[src/hw/rtl/mor_pkg.sv]
// Package for the matrix orientation reader: sizes, orientation codes and
// the result tag struct. Depends on nothing; every other file imports it.

package mor_pkg;

    localparam int MAX_ROWS   = 32;
    localparam int MAX_COLS   = 32;
    localparam int DATA_WIDTH = 32;

    localparam int MAX_DIM    = (MAX_ROWS > MAX_COLS) ? MAX_ROWS : MAX_COLS;
    localparam int IDX_W      = (MAX_DIM > 1) ? $clog2(MAX_DIM) : 1;
    localparam int DEPTH      = MAX_ROWS * MAX_COLS;
    localparam int ADDR_W     = (DEPTH > 1) ? $clog2(DEPTH) : 1;
    localparam int CFG_W      = 6;
    localparam int ORI_W      = 3;

    // Orientation codes
    localparam logic [ORI_W-1:0] ORI_ORIGINAL = 3'd0;
    localparam logic [ORI_W-1:0] ORI_TRANSPOSE = 3'd1;
    localparam logic [ORI_W-1:0] ORI_ANTI_TRANSPOSE = 3'd2;
    localparam logic [ORI_W-1:0] ORI_ROT180 = 3'd3;
    localparam logic [ORI_W-1:0] ORI_CW = 3'd4;
    localparam logic [ORI_W-1:0] ORI_CCW = 3'd5;

    // Input operation codes
    localparam logic OP_LOAD = 1'b0;
    localparam logic OP_PULL = 1'b1;

    // Register indexes
    localparam logic REG_ROWS = 1'b0;
    localparam logic REG_COLS = 1'b1;

    // Tag that travels with each read beat
    typedef struct packed {
        logic [ORI_W-1:0] orientation;
        logic             row_end;
        logic             orientation_end;
        logic             last;
    } meta_t;

endpackage

[src/hw/rtl/mor_seq.sv]
// Load and read sequencer: steps the load and orientation counters and forms
// the store address and the result tag. Depends on mor_pkg.

module mor_seq
    import mor_pkg::*;
(
    input  logic              clk,
    input  logic              rst_n,
    input  logic              fire,
    input  logic              op,
    input  logic              restart,
    input  logic [CFG_W-1:0]  rows,
    input  logic [CFG_W-1:0]  cols,
    output logic              mem_we,
    output logic              mem_re,
    output logic [ADDR_W-1:0] mem_addr,
    output meta_t             meta
);

    localparam logic [CFG_W-1:0] MAX_ROWS_C = CFG_W'(MAX_ROWS);
    localparam logic [CFG_W-1:0] MAX_COLS_C = CFG_W'(MAX_COLS);

    logic             emitting_reg, emitting_next;
    logic [IDX_W-1:0] load_row_reg, load_row_next;
    logic [IDX_W-1:0] load_col_reg, load_col_next;
    logic [ORI_W-1:0] orient_reg, orient_next;
    logic [IDX_W-1:0] outer_reg, outer_next;
    logic [IDX_W-1:0] inner_reg, inner_next;

    logic [CFG_W-1:0] h_clamp, w_clamp;
    logic [IDX_W-1:0] h_m1, w_m1, outer_m1, inner_m1;
    logic [IDX_W-1:0] rd_row, rd_col;
    logic             load_row_end, load_last;
    logic             rend, oend, lst;

    // Zero acts as one, anything above the maximum acts as the maximum
    always_comb
    begin
        if (rows == '0)
            h_clamp = CFG_W'(1);
        else if (rows > MAX_ROWS_C)
            h_clamp = MAX_ROWS_C;
        else
            h_clamp = rows;
        if (cols == '0)
            w_clamp = CFG_W'(1);
        else if (cols > MAX_COLS_C)
            w_clamp = MAX_COLS_C;
        else
            w_clamp = cols;
    end

    assign h_m1 = IDX_W'(h_clamp - CFG_W'(1));
    assign w_m1 = IDX_W'(w_clamp - CFG_W'(1));

    assign outer_m1 = (orient_reg == ORI_ORIGINAL || orient_reg == ORI_ROT180) ? h_m1 : w_m1;
    assign inner_m1 = (orient_reg == ORI_ORIGINAL || orient_reg == ORI_ROT180) ? w_m1 : h_m1;

    always_comb
    begin
        unique case (orient_reg)
            ORI_ORIGINAL:
            begin
                rd_row = outer_reg;
                rd_col = inner_reg;
            end
            ORI_TRANSPOSE:
            begin
                rd_row = inner_reg;
                rd_col = outer_reg;
            end
            ORI_ANTI_TRANSPOSE:
            begin
                rd_row = h_m1 - inner_reg;
                rd_col = w_m1 - outer_reg;
            end
            ORI_ROT180:
            begin
                rd_row = h_m1 - outer_reg;
                rd_col = w_m1 - inner_reg;
            end
            ORI_CW:
            begin
                rd_row = h_m1 - inner_reg;
                rd_col = outer_reg;
            end
            default:
            begin
                rd_row = inner_reg;
                rd_col = w_m1 - outer_reg;
            end
        endcase
    end

    assign rend = (inner_reg == inner_m1);
    assign oend = rend && (outer_reg == outer_m1);
    assign lst  = oend && (orient_reg >= ORI_CCW);

    assign load_row_end = (load_col_reg == w_m1);
    assign load_last    = load_row_end && (load_row_reg == h_m1);

    assign mem_we = fire && (op == OP_LOAD) && !emitting_reg;
    assign mem_re = fire && (op == OP_PULL) && emitting_reg;

    always_comb
    begin
        if (emitting_reg)
            mem_addr = ADDR_W'(rd_row * MAX_COLS + rd_col);
        else
            mem_addr = ADDR_W'(load_row_reg * MAX_COLS + load_col_reg);
    end

    assign meta.orientation     = orient_reg;
    assign meta.row_end         = rend;
    assign meta.orientation_end = oend;
    assign meta.last            = lst;

    always_comb
    begin
        emitting_next = emitting_reg;
        load_row_next = load_row_reg;
        load_col_next = load_col_reg;
        orient_next   = orient_reg;
        outer_next    = outer_reg;
        inner_next    = inner_reg;
        priority if (restart)
        begin
            emitting_next = 1'b0;
            load_row_next = '0;
            load_col_next = '0;
            orient_next   = ORI_ORIGINAL;
            outer_next    = '0;
            inner_next    = '0;
        end
        else if (mem_we)
        begin
            if (load_last)
            begin
                emitting_next = 1'b1;
                load_row_next = '0;
                load_col_next = '0;
                orient_next   = ORI_ORIGINAL;
                outer_next    = '0;
                inner_next    = '0;
            end
            else if (load_row_end)
            begin
                load_row_next = load_row_reg + IDX_W'(1);
                load_col_next = '0;
            end
            else
                load_col_next = load_col_reg + IDX_W'(1);
        end
        else if (mem_re)
        begin
            if (lst)
            begin
                emitting_next = 1'b0;
                orient_next   = ORI_ORIGINAL;
                outer_next    = '0;
                inner_next    = '0;
            end
            else if (oend)
            begin
                orient_next = orient_reg + ORI_W'(1);
                outer_next  = '0;
                inner_next  = '0;
            end
            else if (rend)
            begin
                outer_next = outer_reg + IDX_W'(1);
                inner_next = '0;
            end
            else
                inner_next = inner_reg + IDX_W'(1);
        end
        else
        begin
            emitting_next = emitting_reg;
        end
    end

    always_ff @(posedge clk or negedge rst_n)
    begin
        if (!rst_n)
        begin
            emitting_reg <= 1'b0;
            load_row_reg <= '0;
            load_col_reg <= '0;
            orient_reg   <= ORI_ORIGINAL;
            outer_reg    <= '0;
            inner_reg    <= '0;
        end
        else
        begin
            emitting_reg <= emitting_next;
            load_row_reg <= load_row_next;
            load_col_reg <= load_col_next;
            orient_reg   <= orient_next;
            outer_reg    <= outer_next;
            inner_reg    <= inner_next;
        end
    end

endmodule

[config.mk]
export PLATFORM = sky130hd
export DESIGN_NAME = mor_seq
export DESIGN_NICKNAME = d
export VERILOG_FILES = /design/src/hw/rtl/mor_pkg.sv /design/src/hw/rtl/mor_seq.sv
export SDC_FILE = /design/constraint.sdc
export NUM_CORES = 1
export LEC_CHECK = 0
export CORE_UTILIZATION = 23
export DETAILED_ROUTE_END_ITERATION = 6
export DONT_BUFFER_PORTS = 1
export GPL_ROUTABILITY_DRIVEN = 0
export PLACE_DENSITY = 0.33
export SYNTH_ARGS = -nofsm -noshare
export SYNTH_HDL_FRONTEND = slang
export SYNTH_SLANG_ARGS = --single-unit
[constraint.sdc]
create_clock -name clk -period 10.5 [get_ports clk]
set_input_delay 1.05 -clock clk [delete_from_list [all_inputs] [get_ports clk]]
set_output_delay 1.05 -clock clk [all_outputs]
set_load 0.01 [all_outputs]
### Word-level counts from Yosys, hierarchy flattened

Cells that the tools add are included.

| word-level totals | value |
|---|---|
| bits in registers | 24 |
| input bits | 17 |
| output and inout bits | 18 |
| word-level logic and storage cells | 98 |

| operators by class | value |
|---|---|
| add/subtract/negate cells | 13 |
| magnitude comparators | 3 |
| eq/ne operators | 9 |
| multiplexer cells | 41 |
| bitwise gates (word level) | 1 |
| reduce and logical (&&, ||, !) cells | 25 |

Operators by type and width:

| operator | number |
|---|---|
| 5-bit 2-to-1 mux | 27 |
| 5-bit case mux with 3 select lines | 2 |
| 10-bit by 5-bit adder with 10-bit output | 2 |
| 5-bit by 1-bit adder with 5-bit output (second input constant) | 4 |
| 5-bit == test | 4 |
| 5-bit subtractor | 4 |
| 3-bit 2-to-1 mux | 6 |
| 6-bit > comparator (second input constant) | 2 |
| 6-bit logical NOT | 2 |
| 10-bit 2-to-1 mux | 1 |
| 5-bit by 1-bit subtractor with 5-bit output (second input constant) | 2 |
| 3-bit AND reduction | 3 |
| 3-bit nonzero test | 3 |
| 1-bit logical AND | 7 |
| 3-bit by 2-bit == test with 1-bit output (second input constant) | 2 |
| 1-bit 2-to-1 mux | 5 |
| 5-bit nonzero test | 1 |
| 2-bit AND reduction | 2 |
| 4-bit nonzero test | 1 |
| 2-bit OR reduction | 2 |
| 3-bit by 1-bit adder with 3-bit output (second input constant) | 1 |
| 3-bit by 1-bit == test with 1-bit output (second input constant) | 1 |
| 3-bit == test (second input constant) | 1 |
| 3-bit greater-or-equal comparator (second input constant) | 1 |
| other kinds (6) | 6 |

### Longest topological paths before layout

| logic depth | value |
|---|---|
| depth in word-level cells | 12 |
| mapped depth | 16 |
| gate-level depth less buffers | 15 |

### Least setup slack after synthesis

No wires, ideal clock.

| timing | value |
|---|---|
| path kind | in2out |
| start point | input port rows[2] |
| end point | output port meta[0] (netlist name) |
| arrival time | 3.656 ns |
| data required time | 9.450 ns |
| path slack | 5.794 ns |
| stages | 11 |
| path buffers | 1 |
| cell sequence | nor4_1 -> o21bai_1 -> ha_1 -> or4b_4 -> o311ai_4 -> and3b_1 -> nor4_1 -> or4_4 -> or2_4 -> nor4_4 -> buf_4 |

| on the way | value |
|---|---|
| longest elaborated chain between the ends | 8 |
| elaborated cells on any way between the ends | 11 |
| classes of those cells | add/sub: 1; order compare: 1; eq/ne: 2; mux: 4; reduce/logical: 3 |

RTL lines:

| element | line | RTL |
|---|---|---|
| start: declaration | mor_seq.sv:12 | `input logic [CFG_W-1:0] rows,` |
| 6-bit > comparator | mor_seq.sv:41 | `else if (rows > MAX_ROWS_C)` |
| 5-bit 2-to-1 mux | mor_seq.sv:41 |  |
| 5-bit 2-to-1 mux * | mor_seq.sv:39 | `if (rows == '0)` |
| 5-bit by 1-bit subtractor with 5-bit output * | mor_seq.sv:53 | `assign h_m1 = IDX_W'(h_clamp - CFG_W'(1));` |
| 5-bit 2-to-1 mux, on equally long branches | mor_seq.sv:57, mor_seq.sv:56 |  |
| 5-bit == test, on equally long branches | mor_seq.sv:95, mor_seq.sv:96 |  |
| 1-bit logical AND * | mor_seq.sv:96 | `assign oend = rend && (outer_reg == outer_m1);` |
| 1-bit logical AND * | mor_seq.sv:97 | `assign lst = oend && (orient_reg >= ORI_CCW);` |
| end: declaration | mor_seq.sv:17 | `output meta_t meta` |

Mark *: on every way between the ends. The rest lies on a longest branch, timed or not.

### Final worst setup path

| timing | value |
|---|---|
| start point | register orient_reg[1] |
| end point | output port mem_addr[9] |

| on the way | value |
|---|---|
| longest elaborated chain between the ends | 5 |
| elaborated cells on any way between the ends | 11 |
| classes of those cells | add/sub: 1; eq/ne: 4; mux: 3; reduce/logical: 3 |

RTL lines:

| element | line | RTL |
|---|---|---|
| start: declaration | mor_seq.sv:26 | `logic [ORI_W-1:0] orient_reg, orient_next;` |
| start signal: assignment | mor_seq.sv:199 | `orient_reg <= orient_next;` |
| 3-bit == test, or another cell as far along | mor_seq.sv:61 | `unique case (orient_reg)` |
| 2-bit OR reduction (no source line) | - |  |
| 5-bit case mux with 3 select lines | mor_seq.sv:61 |  |
| 10-bit by 5-bit adder with 10-bit output * | mor_seq.sv:108 | `mem_addr = ADDR_W'(rd_row * MAX_COLS + rd_col);` |
| 10-bit 2-to-1 mux * | mor_seq.sv:107 | `if (emitting_reg)` |
| end: declaration | mor_seq.sv:16 | `output logic [ADDR_W-1:0] mem_addr,` |

Marks and branches as above.

==> flow_summary.json <==
{
  "status": "finished clean",
  "cts_inserted_buffers": 3,
  "rsz0062_at_grt": "no",
  "synth_area_leaders": "dfrtp_1 20%, ha_1 8.0%, mux2i_1 5.4%",
  "fin_total_pwr_mw": 0.296,
  "ys_ff_latch": 24,
  "critPathArrivalTime_ns": 4.03,
  "yosys.area.top_type": "dfrtp_1",
  "layout-drive-gt1-share_pct": 9.79,
  "grt_pass1_wl_microns": 14800,
  "syn_nets": 393,
  "cts_root_buf": "clkbuf_16",
  "dieArea_sq_um": 13400,
  "fin_nets": 377,
  "max_clock_freq_ghz": 0.197,
  "power.density_nw_per_um2": 93.6,
  "wl_microns": 9610,
  "setup.worst_path.start_class": "flop",
  "worstHoldPathType": "input port to asynchronous set/reset pin",
  "dieWidth_microns": 116,
  "fin_crit_sh_pct": 48.4,
  "clk_latency_ns": 0.26,
  "cp.required_ns": 9.45,
  "dominantRegCellSynth": "dfrtp_1",
  "cts_resized": 0,
  "vias": 2564,
  "grt_pass1_vias": 2520,
  "synth_cell_types": 64,
  "initialDrtViolationCount": 91,
  "holdBufCountCts": 0,
  "cp-end-kind": "primary output",
  "antenna_found_initial": 0,
  "wl_per_cell_microns": 18.9,
  "core_sq_um": 12600,
  "via_per_inst": 5.04,
  "drc": 0,
  "hpwl_microns": 7670,
  "maxCapViolCount": 0,
  "crit_path_max_fanout": 11,
  "std_cell_rows": 41,
  "setup_ws_ns": 5.42,
  "finalSetupViolCount": 0,
  "final_common_cell": "inv_1",
  "critPathKind": "flop to primary output",
  "io_buffers": 0,
  "clk_pin_slew_ns": 0.07,
  "ant_nets": 0,
  "yosysWarnings": 0,
  "n_antenna_cell": 0,
  "netlist_area_sq_um": 2970,
  "start_util_pct": 23.5,
  "post-cts-setup-buffer-count": 0,
  "fin_crit_ns": 5.08,
  "hold_viol_final": 0,
  "finalClockSkew_ns": 0.00263,
  "ctsLongestPathBuffers": 2,
  "cts_tree": "built",
  "ys_seq_area_share_pct": 20.3,
  "grt-ovfl-total": 0,
  "cts_max_level": 1,
  "finalNonFillerCells": 509,
  "dp.cells": 506,
  "place_area_sq_um": 3090,
  "grt_use_total_pct": 14.9,
  "synth_edf_count": 0,
  "relSlewSlack_pct": 41.4,
  "vdd_drop_max_mv": 0.0547,
  "cts.sinks": 24,
  "worst_pin_slew_ns": 0.855,
  "pre_cts_ws_ns": 5.45,
  "postLayoutCellArea_sq_um": 3160,
  "drt_first_pass_iters": 5,
  "timing.setup.tns_ns": 0,
  "netlist.area_leader.share_pct": 20.3,
  "slew_viol_final": 0,
  "fp.dieH_microns": 116,
  "final_cell_mix": "29 x inv_1, 24 x dfrtp_1, 23 x nor2_1",
  "io_pins": 35,
  "grt_start_max_net_pins": 25,
  "syn_inst": 355,
  "syn2layout_area_growth_pct": 6.62,
  "synth.avg_cell_area_sq_um": 8.35,
  "async_reset_ff_share_pct": 100,
  "leakage_nw": 1.25
}
==> worst max-delay path, stage by stage, from the launching register on <==
cell      delay (ns)
dfrtp_1         0.56
inv_1           0.11
ha_1            0.33
nand2_1         0.15
a21boi_1        0.49
mux2_2          0.40
ha_1            0.20
fa_1            0.40
inv_1           0.07
a21o_1          0.10
a21oi_1         0.07
xnor2_1         0.19
xnor2_1         0.14
a21oi_1         0.06
o221ai_1        0.25
o21ai_0         0.24
==> cell usage after synthesis (3+ instances only) <==
master and instances:
a211oi_1 3, a21o_1 8, a21oi_1 21, a221oi_1 4, a22o_1 5, and3_1 4, buf_2 3, buf_4 3
clkbuf_1 14, dfrtp_1 24, ha_1 19, inv_1 29, mux2_2 11, mux2i_1 16, nand2_1 22, nand2b_1 4
nand3_1 13, nand4_1 5, nor2_1 23, nor2b_1 6, nor3_1 3, nor4_1 6, o211ai_1 8, o21ai_0 13
o21ai_1 4, o21bai_1 3, o221ai_1 3, o31ai_1 4, or2_2 3, xnor2_1 17, xor2_1 13
==> cells by family (layout without fill, tap and decap cells) <==
| family | count (synthesis) | count (layout) | share of synthesized area, % |
|---|---|---|---|
| AOI/OAI and AO/OA | 91 | 91 | 22.5 |
| and+or+nand+nor | 111 | 111 | 21.8 |
| buffers and inverters | 50 | 32 | 6.83 |
| DFF | 24 | 24 | 20.3 |
| adders and majority gates | 21 | 21 | 9.37 |
| xor gates and xnor gates | 31 | 31 | 9.62 |
| muxes | 27 | 27 | 9.58 |
==> metal layers <==
layer | wire (microns) | track usage [%] | vias up
met5 | 0 | 0 | -
met4 | 180 | 4.85 | 0
met3 | 340 | 1.15 | 11
met2 | 4310 | 23.4 | 55
met1 | 4780 | 21.5 | 1248
li1 | - | - | 1250
==> metrics by stage <==
step	util, %	hold WS, ns
floorplan	-	0.506
global placement	24.5	0.557
detailed placement	24.5	0.567
CTS	25.1	0.477
global route	25.1	0.468
finish	25.1	0.479
==> power by group <==
group          internal, mW  switching (mW)
Clock                0.0505          0.0344
Combinational        0.0398          0.0561
Sequential           0.0968          0.0181
==> final cells by class <==
| type | count | area [sq um] |
|---|---|---|
| fill | 1413 | 9460 |
| tap | 172 | 215 |
| sequential | 24 | 601 |
| inverter | 29 | 109 |
| clock buffer | 3 | 75.1 |
| multi-input combinational | 281 | 2160 |
==> final timing paths <==
check | cells past startpoint | endpoint | startpoint | slack (ns)
setup / recovery | 15 | mem_addr[9] | orient_reg[1] | 5.42
hold / removal | 0 | load_col_reg[4] | rst_n | 0.48
setup reg to reg | 9 | orient_reg[0] | orient_reg[2] | 6.31
hold reg to reg | 2 | load_row_reg[0] | load_row_reg[0] | 0.57
max in group asynchronous | 0 | outer_reg[0] | rst_n | 9.94
min in group clk | 2 | load_row_reg[0] | load_row_reg[0] | 0.57
(Power assumes the default switching activity.)
