[src/hw/rtl/mor_pkg.sv]
// Package for the matrix orientation reader: sizes, orientation codes and
// the result tag struct. Depends on nothing; every other file imports it.

package mor_pkg;

    localparam int MAX_ROWS   = 32;
    localparam int MAX_COLS   = 32;
    localparam int DATA_WIDTH = 32;

    localparam int MAX_DIM    = (MAX_ROWS > MAX_COLS) ? MAX_ROWS : MAX_COLS;
    localparam int IDX_W      = (MAX_DIM > 1) ? $clog2(MAX_DIM) : 1;
    localparam int DEPTH      = MAX_ROWS * MAX_COLS;
    localparam int ADDR_W     = (DEPTH > 1) ? $clog2(DEPTH) : 1;
    localparam int CFG_W      = 6;
    localparam int ORI_W      = 3;

    // Orientation codes
    localparam logic [ORI_W-1:0] ORI_ORIGINAL = 3'd0;
    localparam logic [ORI_W-1:0] ORI_TRANSPOSE = 3'd1;
    localparam logic [ORI_W-1:0] ORI_ANTI_TRANSPOSE = 3'd2;
    localparam logic [ORI_W-1:0] ORI_ROT180 = 3'd3;
    localparam logic [ORI_W-1:0] ORI_CW = 3'd4;
    localparam logic [ORI_W-1:0] ORI_CCW = 3'd5;

    // Input operation codes
    localparam logic OP_LOAD = 1'b0;
    localparam logic OP_PULL = 1'b1;

    // Register indexes
    localparam logic REG_ROWS = 1'b0;
    localparam logic REG_COLS = 1'b1;

    // Tag that travels with each read beat
    typedef struct packed {
        logic [ORI_W-1:0] orientation;
        logic             row_end;
        logic             orientation_end;
        logic             last;
    } meta_t;

endpackage

[src/hw/rtl/mor_out.sv]
// Result path: tag stage aligned with the store read, then the output beat
// register. Depends on mor_pkg.

module mor_out
    import mor_pkg::*;
(
    input  logic                  clk,
    input  logic                  rst_n,
    input  logic                  load,
    input  meta_t                 meta_in,
    input  logic [DATA_WIDTH-1:0] rdata,
    output logic                  stall,
    output logic                  out_valid,
    input  logic                  out_ready,
    output logic [DATA_WIDTH-1:0] out_data,
    output meta_t                 out_meta
);

    logic                  s1_valid_reg, s1_valid_next;
    meta_t                 s1_meta_reg;
    logic                  out_valid_reg;
    logic [DATA_WIDTH-1:0] out_data_reg;
    meta_t                 out_meta_reg;
    logic                  out_free;

    assign out_free = !out_valid_reg || out_ready;
    // Hold the read stage while the output beat is stuck
    assign stall    = s1_valid_reg && !out_free;

    always_comb
    begin
        if (load)
            s1_valid_next = 1'b1;
        else if (out_free)
            s1_valid_next = 1'b0;
        else
            s1_valid_next = s1_valid_reg;
    end

    always_ff @(posedge clk or negedge rst_n)
    begin
        if (!rst_n)
        begin
            s1_valid_reg  <= 1'b0;
            out_valid_reg <= 1'b0;
        end
        else
        begin
            s1_valid_reg <= s1_valid_next;
            if (out_free)
                out_valid_reg <= s1_valid_reg;
        end
    end

    always_ff @(posedge clk)
    begin
        if (load)
            s1_meta_reg <= meta_in;
        if (out_free && s1_valid_reg)
        begin
            out_data_reg <= rdata;
            out_meta_reg <= s1_meta_reg;
        end
    end

    assign out_valid = out_valid_reg;
    assign out_data  = out_data_reg;
    assign out_meta  = out_meta_reg;

endmodule

[config.mk]
export PLATFORM = sky130hd
export DESIGN_NAME = mor_out
export DESIGN_NICKNAME = d
export VERILOG_FILES = /design/src/hw/rtl/mor_pkg.sv /design/src/hw/rtl/mor_out.sv
export SDC_FILE = /design/constraint.sdc
export NUM_CORES = 1
export LEC_CHECK = 0
export ABC_CLOCK_PERIOD_IN_PS = 2200
export BUFFER_PORTS_ARGS = -buffer_cell sky130_fd_sc_hd__buf_2
export CAP_MARGIN = 20
export CORE_MARGIN = 2
export CORE_UTILIZATION = 40
export CTS_CLUSTER_SIZE = 10
export DETAILED_ROUTE_END_ITERATION = 10
export PLACE_DENSITY = 0.77
export SLEW_MARGIN = 40
export SYNTH_ARGS = -nofsm -noshare
export SYNTH_HDL_FRONTEND = slang
export SYNTH_SLANG_ARGS = --single-unit
export TNS_END_PERCENT = 1
[constraint.sdc]
create_clock -name clk -period 2.2 [get_ports clk]
set_clock_uncertainty 0.15 [all_clocks]
set_input_delay 0.44 -clock clk [delete_from_list [all_inputs] [get_ports clk]]
set_output_delay 0.44 -clock clk [all_outputs]
set_load 0.1 [all_outputs]
## Yosys cells after proc, flatten, opt, wreduce, memory -nomap -nowiden

Cells that the tools add are included.

- Multiplexer cells: 2
- Reductions and logical operators: 6

Operators by type and width:

| kind | number |
|---|---|
| 1-bit logical AND | 2 |
| 1-bit logical NOT | 2 |
| 1-bit two-way mux | 2 |
| 2-bit nonzero test | 1 |
| 1-bit logical OR | 1 |

- Register bits: 46
- Input bits: 42
- Output and inout bits: 40
- Logic and storage cells: 19

## Logic depth before layout (Yosys ltp)

Gate-level depths: netlist (run 1).

- Depth in word-level cells: 4
- Mapped depth: 2
- Mapped depth without buffers: 2

## Least setup slack after synthesis (run 1)

Ideal clock, no wire load.

- Path kind: register to register
- Start: register out_valid_reg, in the netlist out_valid
- End: register out_data_reg[0], in the netlist out_data[0] (enable)
- Setup time: 0.399 ns
- Arrival: 1.910 ns
- Data required time: 1.651 ns
- Slack: -0.259 ns
- Cell stages (with the launch flop): 3
- Buffers on the path: 0
- Period minus slack after synthesis: 2.459 ns
- Cells stage by stage: dfrtp_1 -> nand2b_1 -> and2_1

- Cells in the longest elaborated chain, start to end: 3

Ends and longest elaborated chain:

| item | line | RTL |
|---|---|---|
| start: declaration | mor_out.sv:21 | `logic out_valid_reg;` |
| start signal: assignment | mor_out.sv:51 | `out_valid_reg <= s1_valid_reg;` |
| 1-bit logical NOT | mor_out.sv:26 | `assign out_free = !out_valid_reg \|\| out_ready;` |
| 1-bit logical OR | mor_out.sv:26 |  |
| 1-bit logical AND | mor_out.sv:59 | `if (out_free && s1_valid_reg)` |
| end signal: assignment | mor_out.sv:61 | `out_data_reg <= rdata;` |
| end: declaration | mor_out.sv:22 | `logic [DATA_WIDTH-1:0] out_data_reg;` |

Every way passes these cells.
A chain may end at the register's enable or synchronous reset.

## Final worst setup path (run 1)

- Start: register out_valid_reg, in the netlist out_valid
- End: output port stall

- Cells in the longest elaborated chain, start to end: 4

Ends and longest elaborated chain:

| item | line | RTL |
|---|---|---|
| 1-bit logical NOT | mor_out.sv:26 |  |
| 1-bit logical OR | mor_out.sv:26 |  |
| 1-bit logical NOT | mor_out.sv:28 | `assign stall = s1_valid_reg && !out_free;` |
| 1-bit logical AND | mor_out.sv:28 |  |
| end: declaration | mor_out.sv:12 | `output logic stall,` |

Every way passes these cells.

==> implementation parameters, run 1 <==
Parameter                              Value

Run status
  Result of the run    finished, final reports clean

Floorplanning
  Initial core utilization    0.418
  Number of cell rows    21
  Area of the core region    3360 um2
  Die Area    4000 um2
  Chip height    63.3 um
  I/O pin count    82
  Width of the die    63.3 um

Logic synthesis
  Seq cells post-synth    46
  Share of the synthesized area in the top cell type    0.940
  Net count of the mapped netlist    93
  Number of instances in the synthesized netlist    51
  Cells taking the most area after synthesis    sky130_fd_sc_hd__edfxtp_1 94%, sky130_fd_sc_hd__dfrtp_1 3.6%, sky130_fd_sc_hd__nand2b_1 0.89%, sky130_fd_sc_hd__and3b_1 0.62%, sky130_fd_sc_hd__and2_1 0.45%
  Library cell with the largest summed area after synthesis    sky130_fd_sc_hd__edfxtp_1
  Yosys warns    0
  Cell area after technology mapping    1410 um2
  Sequential element share of the synthesized area    0.976
  Netlist cell types    6
  Per-instance average area after synthesis    27.6 um2

Clock tree
  Resized Gates After CTS    0
  Clk_lat worst skew    340 ps
  Clock transition at the register clock pins on the worst setup and hold paths after CTS    120 ps
  Clock tree root buffer cell    sky130_fd_sc_hd__clkbuf_4
  TritonCTS clock tree    built
  Buffers from clock root to sink, at most    2
  Count of clock tree sinks    46
  Number of buffers created by CTS    5
  Hold-fix buffers, CTS    1
  Count of H-tree levels built during CTS    2
  Setup fix buffers added after clock tree synthesis    0

Finish
  Combined flip-flop and latch cell area    1370 um2
  Highest-count cells in the layout ignoring fill and taps    81 x sky130_fd_sc_hd__buf_2, 44 x sky130_fd_sc_hd__edfxtp_1, 5 x sky130_fd_sc_hd__clkbuf_4
  Layout cells sized above 1    0.634
  Flip-flop count of the largest register, all copies and words added    32
  Fillcell total    287
  Relative area change from synthesis to final layout    39.9%
  Most common library cell in the layout ignoring fill and taps    sky130_fd_sc_hd__buf_2
  Number of antenna diodes    0
  Number of nets in the layout    184
  Multi-input combinational cell area    35.0 um2

Critical path
  Type of the worst setup path    flip-flop to output pin
  End point of the critical path    stall
  Worst r2r path cells    3
  Worst reg2reg startpoint    out_valid
  Data required time at the worst endpoint    1610 ps
  Critical path data arrival time    1330 ps
  Endpoint of the worst-slack reg-to-reg timing path    out_data[10]
  Worst reg-to-reg setup slack    800 ps
  Crit. Startpoint    out_valid
  CP Max Fanout    3
  Crit path capture type    output pin
  Startpoint type of the worst setup path    flip-flop

STA
  Number of hold violations in the final report    0
  Tightest slew margin relative to the limit    0.667
  Worst path setup slack after routing    277 ps
  Final setup fails    0
  Tcrit/Tclk final    0.874
  Peak clock frequency supported by timing    520 MHz
  Unrepaired setup endpoints after global routing    no
  Final critical delay including setup and external delays    1920 ps
  Pins Over Slew Limit    0
  Actual transition at the worst max-transition pin    503 ps

Detailed routing
  First DRT Iteration DRCs    14
  Total wire length    2.31 mm
  Vias per inst    4.28
  Total via count after detailed routing    805
  Remaining number of nets flagged by the antenna check after routing    0
  DRT Pass-1 Iters    4
  Post-DR wirelength/cell    12.3 um
  Remaining routing DRC violations    0

Hold path
  Hold crit path type    input port to flip-flop

Power
  Reported leakage power    0.834 nW
  Maximum VDD drop    532 uV
  Pwr/cell area    1030 nW/um2
  Power, Total    2.02 mW

Global route
  Number of antenna violations at the first check in global routing    0
  Maximum number of pins on one net before global-route repair    24
  Overall track demand over capacity in global routing    0.125
  Via count of the first global-routing pass    840
  Sum of overflow across all layers after global routing    0
  Global-route wire length before repair    3.60 mm

Place
  Dpl ws    434 ps
  DPL Wire Length    1.75 mm
  Gpl congestion    0.679
  IO buf count    81

Run
  Max_cap viols    0
[layout make-up]
cell class	count	area share
sequential	46	0.698
timing repair buffer	84	0.219
tap	46	0.0293
clock buffer	5	0.0191
multi-input combinational	5	0.0178
clock inverter	2	0.0172
[synth_stat cells, drive strengths merged]
library cell / n
and2: 1
and3b: 1
dfrtp: 2
edfxtp: 44
nand2b: 2
or2: 1
[where the power goes]
| part | switching [mW] | internal, mW | total (mW) |
|---|---|---|---|
| logic | 0.439 | 0.0681 | 0.507 |
| registers | 0.0146 | 1.04 | 1.05 |
| clock network | 0.236 | 0.230 | 0.466 |
| total | 0.690 | 1.34 | 2.02 |
[layer usage]
metal	wire, um	global-route usage	up-vias
met4	38	0.0489	0
li1	-	-	384
met3	244	0.0696	5
met1	823	0.121	365
met2	1210	0.221	51
met5	0	0	-
[through the flow]
step,cell area (um2),hold slack (ps),instances,TNS [ps],util
global placement,1880,73.7,180,0,0.560
global route,1970,72.7,188,0,0.584
CTS,1970,89.2,188,0,0.584
finish,1970,110,188,0,0.584
floorplan,1410,-5.59,51,-280,-
detailed placement,1880,76.0,180,0,0.560
[worst max-delay path, cell delays in order, from the launching register on]
cell and delay (ps):
sky130_fd_sc_hd__dfrtp_1 390, sky130_fd_sc_hd__and3b_1 180, sky130_fd_sc_hd__buf_2 420
[worst min path at each step]
| stage | startpoint | end | slack, ps | cells past startpoint |
|---|---|---|---|---|
| 2_1_floorplan | rst_n | out_valid | -6 | 0 |
| 3_3_place_gp | rst_n | out_valid | 70 | 1 |
| 3_5_place_dp | rst_n | out_valid | 80 | 1 |
| 4_1_cts | meta_in[4] | s1_meta_reg[4] | 90 | 1 |
| 5_1_grt | meta_in[4] | s1_meta_reg[4] | 70 | 1 |
| 6_report | meta_in[4] | s1_meta_reg[4] | 110 | 1 |
[cells by family after synthesis]
group            synth area share
flip-flops                  0.976
AND/OR/NAND/NOR            0.0240
(Power assumes the default switching activity.)
==> run 2: changes to the inputs <==
ABC_AREA = 1   (was not set)
==> implementation parameters, run 2 <==
Parameter                              Value

Logic synthesis
  Fraction of the mapped netlist area in simple logic gates    0.0116 (-0.0125)
  List of most frequent post-synthesis cells    44 x sky130_fd_sc_hd__edfxtp_1, 4 x sky130_fd_sc_hd__inv_1, 3 x sky130_fd_sc_hd__nand2_1
  Yosys warns    0 (unchanged)
  Dominant combinational cell family by area after synthesis    simple AND/OR/NAND/NOR gates
  Leading register cell type out of synthesis    sky130_fd_sc_hd__edfxtp_1
  Post-synthesis async set-or-reset flop share    0.0435 (unchanged)
  Compound-Gate Fraction of Synth Area    0.00356 (+0.00356)
  Number of enable-type register cells in the synthesized netlist    44 (unchanged)
  Most numerous cell in the Yosys netlist    sky130_fd_sc_hd__edfxtp_1
  Netlist cell types    6 (unchanged)
  Mux contribution to synthesized area    0 (unchanged)
  Sequential element share of the synthesized area    0.974 (-0.00174)
  Number of instances in the synthesized netlist    55 (+7.8%)
  Net count of the mapped netlist    97 (+4.3%)
  Cell area after technology mapping    1410 um2 (+0.18%)
  Parity-gate share of the synthesized area counting xor and xnor cells    0 (unchanged)
  Per-instance average area after synthesis    25.6 um2 (-7.1%)
  Cells taking the most area after synthesis    sky130_fd_sc_hd__edfxtp_1 94%, sky130_fd_sc_hd__dfrtp_1 3.6%, sky130_fd_sc_hd__inv_1 1.1%, sky130_fd_sc_hd__nand2_1 0.80%, sky130_fd_sc_hd__a21oi_1 0.36%
  Library cell with the largest summed area after synthesis    sky130_fd_sc_hd__edfxtp_1
  Share of the synthesized area in the top cell type    0.939 (-0.00167)
  Seq cells post-synth    46 (unchanged)
  Adder and majority gate portion of the synthesized area    0 (unchanged)

Critical path
  Type of the worst setup path    flip-flop to output pin
  Count of buffer and inverter cells on the critical path    2 (+1)
  Delay-heaviest family, CP    buffers and inverters
  Crit path capture type    output pin
  Critical path data arrival time    1400 ps (+70 ps)
  Startpoint type of the worst setup path    flip-flop
  CP Max Fanout    4 (+1)
  Data required time at the worst endpoint    1610 ps (about the same)
  Critical Path Max Stage Delay    460 ps (+40 ps)
  Critical path, cell by cell    nand3_1 -> inv_1 -> buf_2
  Library cell contributing the largest single delay on the critical path    sky130_fd_sc_hd__dfrtp_1

Place
  Dpl ws    383 ps (-50.8 ps)
  DPL Wire Length    1.88 mm (+7.9%)
  Total instance count after detailed placement    184 (+2.2%)
  Gpl congestion    0.683 (+0.65%)
  IO buf count    81 (unchanged)

Finish
  Flip-flop count of the largest register, all copies and words added    32 (unchanged)
  Fillcell total    297 (+3.5%)
  Number of antenna diodes    0 (unchanged)
  Layout cells sized above 1    0.626 (-0.00795)
  Relative area change from synthesis to final layout    41.2%
  Most common library cell in the layout ignoring fill and taps    sky130_fd_sc_hd__buf_2
  Multi-input combinational cell area    32.5 um2 (-7.1%)
  Cell Count, Final, Fillers Out    193 (+2.7%)
  Number of nets in the layout    188 (+2.2%)
  Combined flip-flop and latch cell area    1370 um2 (unchanged)
  Highest-count cells in the layout ignoring fill and taps    81 x sky130_fd_sc_hd__buf_2, 44 x sky130_fd_sc_hd__edfxtp_1, 5 x sky130_fd_sc_hd__clkbuf_4

Floorplanning
  I/O pin count    82 (unchanged)
  Die Area    4010 um2 (+0.16%)
  Initial core utilization    0.419 (+0.000744)
  Chip height    63.3 um (about the same)
  Number of cell rows    21 (unchanged)
  Width of the die    63.3 um (about the same)
  Area of the core region    3360 um2 (unchanged)

Run status
  Result of the run    finished, final reports clean

Global route
  Via count of the first global-routing pass    831 (-1.1%)
  Overall track demand over capacity in global routing    0.129 (+0.00345)
  Sum of overflow across all layers after global routing    0 (unchanged)
  Maximum number of pins on one net before global-route repair    29 (+21%)
  Global-route wire length before repair    3.66 mm (+1.6%)
  Number of antenna violations at the first check in global routing    0 (unchanged)

Clock tree
  Count of clock tree sinks    46 (unchanged)
  Number of buffers created by CTS    5 (unchanged)
  Clock tree root buffer cell    sky130_fd_sc_hd__clkbuf_4
  Count of H-tree levels built during CTS    2 (unchanged)
  TritonCTS clock tree    built
  Buffers from clock root to sink, at most    2 (unchanged)
  Clock transition at the register clock pins on the worst setup and hold paths after CTS    130 ps (about the same)
  Clk_lat worst skew    350 ps (about the same)
  Setup fix buffers added after clock tree synthesis    0 (unchanged)

Detailed routing
  Remaining number of nets flagged by the antenna check after routing    0 (unchanged)
  Vias per inst    4.24 (-0.90%)
  First DRT Iteration DRCs    25 (+11)
  DRT Pass-1 Iters    4 (unchanged)
  Total via count after detailed routing    819 (+1.7%)
  Remaining routing DRC violations    0 (unchanged)
  Total wire length    2.38 mm (+3.0%)
  Post-DR wirelength/cell    12.3 um (+0.32%)

Power
  Maximum VDD drop    559 uV (+5.2%)
  Pwr/cell area    1040 nW/um2 (+0.60%)
  Reported leakage power    0.862 nW (+3.3%)
  Power, Total    2.06 mW (+1.8%)

STA
  Tcrit/Tclk final    0.906 (+0.0324)
  Worst hold slack after final layout    99.8 ps (-10.4 ps)
  Tightest slew margin relative to the limit    0.663 (-0.00416)
  Number of hold violations in the final report    0 (unchanged)
  Actual transition at the worst max-transition pin    509 ps (+6.28 ps)
  Unrepaired setup endpoints after global routing    no
  Peak clock frequency supported by timing    502 MHz (-3.6%)
  Pins Over Slew Limit    0 (unchanged)
  Final critical delay including setup and external delays    1990 ps (+71.3 ps)
  Worst path setup slack after routing    206 ps (-71.3 ps)
  Final setup fails    0 (unchanged)

Run
  Max_cap viols    0 (unchanged)

Hold path
  Hold crit path type    input port to flip-flop
-- run 2: layout make-up --
class | instances | share of cell area
flip-flops and latches | 46 | 0.690
repair buffers | 84 | 0.216
well taps | 46 | 0.0289
clock inverters | 3 | 0.0220
clock buffers | 5 | 0.0189
multi-input cells | 5 | 0.0164
inverters | 4 | 0.00755
-- run 2: cells by family (layout without fill, tap and decap cells) --
| kind of cell | count (synthesis) | count (layout) |
|---|---|---|
| compound gates | 1 | 1 |
| buf+inv | 4 | 96 |
| flops | 46 | 46 |
| simple gates | 4 | 4 |
-- run 2: timing repair --
item                                   CTS  global route
hold buffers                             1             0
gates resized for setup                  0             0
endpoints found under the hold margin    2             0
-- run 2: power by group --
| group | switching [mW] | internal (mW) |
|---|---|---|
| Sequential | 0.0155 | 1.04 |
| Combinational | 0.442 | 0.0677 |
| Clock | 0.256 | 0.241 |
| Total | 0.714 | 1.35 |
-- run 2: path summary, 6_finish.rpt --
kind | cells after the start | slack, ps | to | from
max in group asynchronous | 2 | 1580 | out_valid | rst_n
max reg2reg | 2 | 760 | out_data[0] | out_valid
max | 3 | 210 | stall | out_valid
min reg2reg | 0 | 290 | out_meta[3] | s1_meta_reg[3]
min | 1 | 100 | s1_meta_reg[5] | meta_in[5]
min in group asynchronous | 2 | 230 | s1_valid_reg | rst_n
-- run 2: per-stage QoR --
step                      cell area, um2  TNS [ps]  utilization
after floorplan                     1420      -189            -
after global placement              1900         0        0.564
after detailed placement            1900         0        0.564
after CTS                           1990         0        0.591
after global routing                1990         0        0.591
final                               1990         0        0.591
-- run 2: layer usage --
| layer | track usage | share of wire | vias up |
|---|---|---|---|
| met5 | 0 | 0 | - |
| met4 | 0.0652 | 0.021 | 0 |
| met3 | 0.0714 | 0.11 | 7 |
| met2 | 0.224 | 0.53 | 51 |
| met1 | 0.119 | 0.34 | 373 |
| li1 | - | - | 388 |
-- run 2: worst register-to-register path: stages, from the launching register on --
cell and delay (ps):
sky130_fd_sc_hd__dfrtp_1 460, sky130_fd_sc_hd__a21oi_4 170, sky130_fd_sc_hd__buf_4 330
==> run 3: changes to the inputs <==
==> constraint.sdc (replaced) <==
create_clock -name clk -period 2.2 [get_ports clk]
set_clock_uncertainty 0.15 [all_clocks]
set_input_delay 0.22 -clock clk [delete_from_list [all_inputs] [get_ports clk]]
set_output_delay 0.22 -clock clk [all_outputs]
set_load 0.1 [all_outputs]
==> implementation parameters, run 3 (synthesis results as in run 2) <==
Parameter                              Value

Run status
  Result of the run    finished, final reports clean

Finish
  Fillcell total    230 (-23%)
  Most common library cell in the layout ignoring fill and taps    sky130_fd_sc_hd__buf_2
  Number of nets in the layout    228 (+21%)
  Cell Count, Final, Fillers Out    233 (+21%)
  Layout cells sized above 1    0.487 (-0.139)
  Final core utilization    0.715 (+0.124)
  Highest-count cells in the layout ignoring fill and taps    81 x sky130_fd_sc_hd__buf_2, 44 x sky130_fd_sc_hd__edfxtp_1, 42 x sky130_fd_sc_hd__dlygate4sd3_1
  Design Area, Final    2400 um2 (+21%)
  Flip-flop count of the largest register, all copies and words added    32 (unchanged)
  Number of antenna diodes    0 (unchanged)
  Relative area change from synthesis to final layout    70.8%

STA
  Tcrit/Tclk final    0.905 (-0.000943)
  Final critical delay including setup and external delays    1990 ps (-2.08 ps)
  Number of hold violations in the final report    0 (unchanged)
  Peak clock frequency supported by timing    502 MHz (+0.10%)
  Worst hold slack after final layout    284 ps (+184 ps)
  Pins Over Slew Limit    0 (unchanged)
  Actual transition at the worst max-transition pin    509 ps (-0.539 ps)
  Worst path setup slack after routing    208 ps (+2.07 ps)
  Unrepaired setup endpoints after global routing    no
  Tightest slew margin relative to the limit    0.663 (about the same)
  Setup_tns    0 ps (unchanged)
  Final setup fails    0 (unchanged)

Floorplanning
  Area of the core region    3360 um2 (unchanged)
  Chip height    63.3 um (unchanged)
  Die Area    4010 um2 (unchanged)
  Number of cell rows    21 (unchanged)
  Initial core utilization    0.419 (unchanged)
  Width of the die    63.3 um (unchanged)
  I/O pin count    82 (unchanged)

Global route
  Sum of overflow across all layers after global routing    0 (unchanged)
  Overall track demand over capacity in global routing    0.172 (+0.0434)
  Maximum number of pins on one net before global-route repair    29 (unchanged)
  Global-route wire length before repair    4.92 mm (+35%)
  Via count of the first global-routing pass    1069 (+29%)
  Number of antenna violations at the first check in global routing    0 (unchanged)

Place
  Post-detailed-placement cell area    1900 um2 (+0.26%)
  Total instance count after detailed placement    183 (-0.54%)
  Gpl congestion    0.685 (+0.23%)
  DPL Wire Length    1.87 mm (-0.93%)
  IO buf count    81 (unchanged)
  Dpl ws    672 ps (+289 ps)

Detailed routing
  First DRT Iteration DRCs    22 (-12%)
  Vias per inst    4.16 (-2.0%)
  Total via count after detailed routing    969 (+18%)
  Remaining number of nets flagged by the antenna check after routing    0 (unchanged)
  Remaining routing DRC violations    0 (unchanged)
  DRT Pass-1 Iters    4 (unchanged)
  Post-DR wirelength/cell    13.0 um (+5.2%)
  Total wire length    3.02 mm (+27%)

Power
  Reported leakage power    1.03 nW (+20%)
  Power, Total    2.12 mW (+3.0%)
  Maximum VDD drop    625 uV (+12%)
  Pwr/cell area    883 nW/um2 (-15%)

Critical path
  Critical path data arrival time    1620 ps (+220 ps)
  CP Max Fanout    3 (-1)
  Startpoint type of the worst setup path    input port
  Data required time at the worst endpoint    1830 ps (+220 ps)
  Delay-heaviest family, CP    buffers and inverters
  Critical Path Max Stage Delay    530 ps (+70 ps)
  Crit path capture type    output pin
  Library cell contributing the largest single delay on the critical path    sky130_fd_sc_hd__dlygate4sd3_1
  Count of buffer and inverter cells on the critical path    5 (+3)
  Critical path, cell by cell    dlygate4sd3_1 -> buf_2 -> inv_1 -> nand3_1 -> inv_1 -> buf_2
  Type of the worst setup path    input port to output pin

Hold path
  Hold crit path type    flip-flop to flip-flop

Clock tree
  Count of H-tree levels built during CTS    2 (unchanged)
  Clk_lat worst skew    350 ps (about the same)
  Count of clock tree sinks    46 (unchanged)
  Number of buffers created by CTS    5 (unchanged)
  Buffers from clock root to sink, at most    2 (unchanged)
  Clock transition at the register clock pins on the worst setup and hold paths after CTS    120 ps (about the same)
  Clock tree root buffer cell    sky130_fd_sc_hd__clkbuf_4
  TritonCTS clock tree    built
  Resized Gates After CTS    0 (unchanged)

Run
  Max_cap viols    0 (unchanged)
run 3: cell type report:
cell class	count	area, um2	area share
Clock inverter	3	43.8	0.0182
Timing Repair Buffer	124	846	0.352
Tap cell	46	57.6	0.0239
Inverter	4	15.0	0.00625
Multi-Input combinational cell	5	32.5	0.0135
Clock buffer	5	37.5	0.0156
Sequential cell	46	1370	0.571
run 3: what timing repair did:
item,CTS,global route
endpoints found under the setup margin,0,0
hold endpoints to repair,42,0
setup buffers,0,0
hold buffers,42,0
run 3: final timing paths:
kind / start / endpoint / slack [ps] / cells past startpoint
max: out_ready / stall / 210 / 6
min: s1_meta_reg[4] / out_meta[4] / 280 / 0
max reg2reg: out_valid / out_data[24] / 650 / 2
min reg2reg: s1_meta_reg[4] / out_meta[4] / 280 / 0
max in group asynchronous: rst_n / out_valid / 1210 / 3
min in group asynchronous: rst_n / s1_valid_reg / 570 / 3
run 3: worst register-to-register path, delay by kind of cell (launching register included):
kind                   cells  cell delay, ps
DFF                        1             460
AOI/OAI and AO/OA          1             410
buffers and inverters      1             240
run 3: per-layer routing:
layer	global-route usage	vias to the layer above	wire [um]
met4	0.0734	0	44
met2	0.322	53	1680
li1	-	470	-
met1	0.166	442	1060
met3	0.0643	4	247
met5	0	-	0
run 3: where the power goes:
| group | switching (mW) | internal [mW] |
|---|---|---|
| Clock | 0.255 | 0.241 |
| Sequential | 0.0166 | 1.04 |
| Combinational | 0.454 | 0.117 |
| Total | 0.726 | 1.40 |
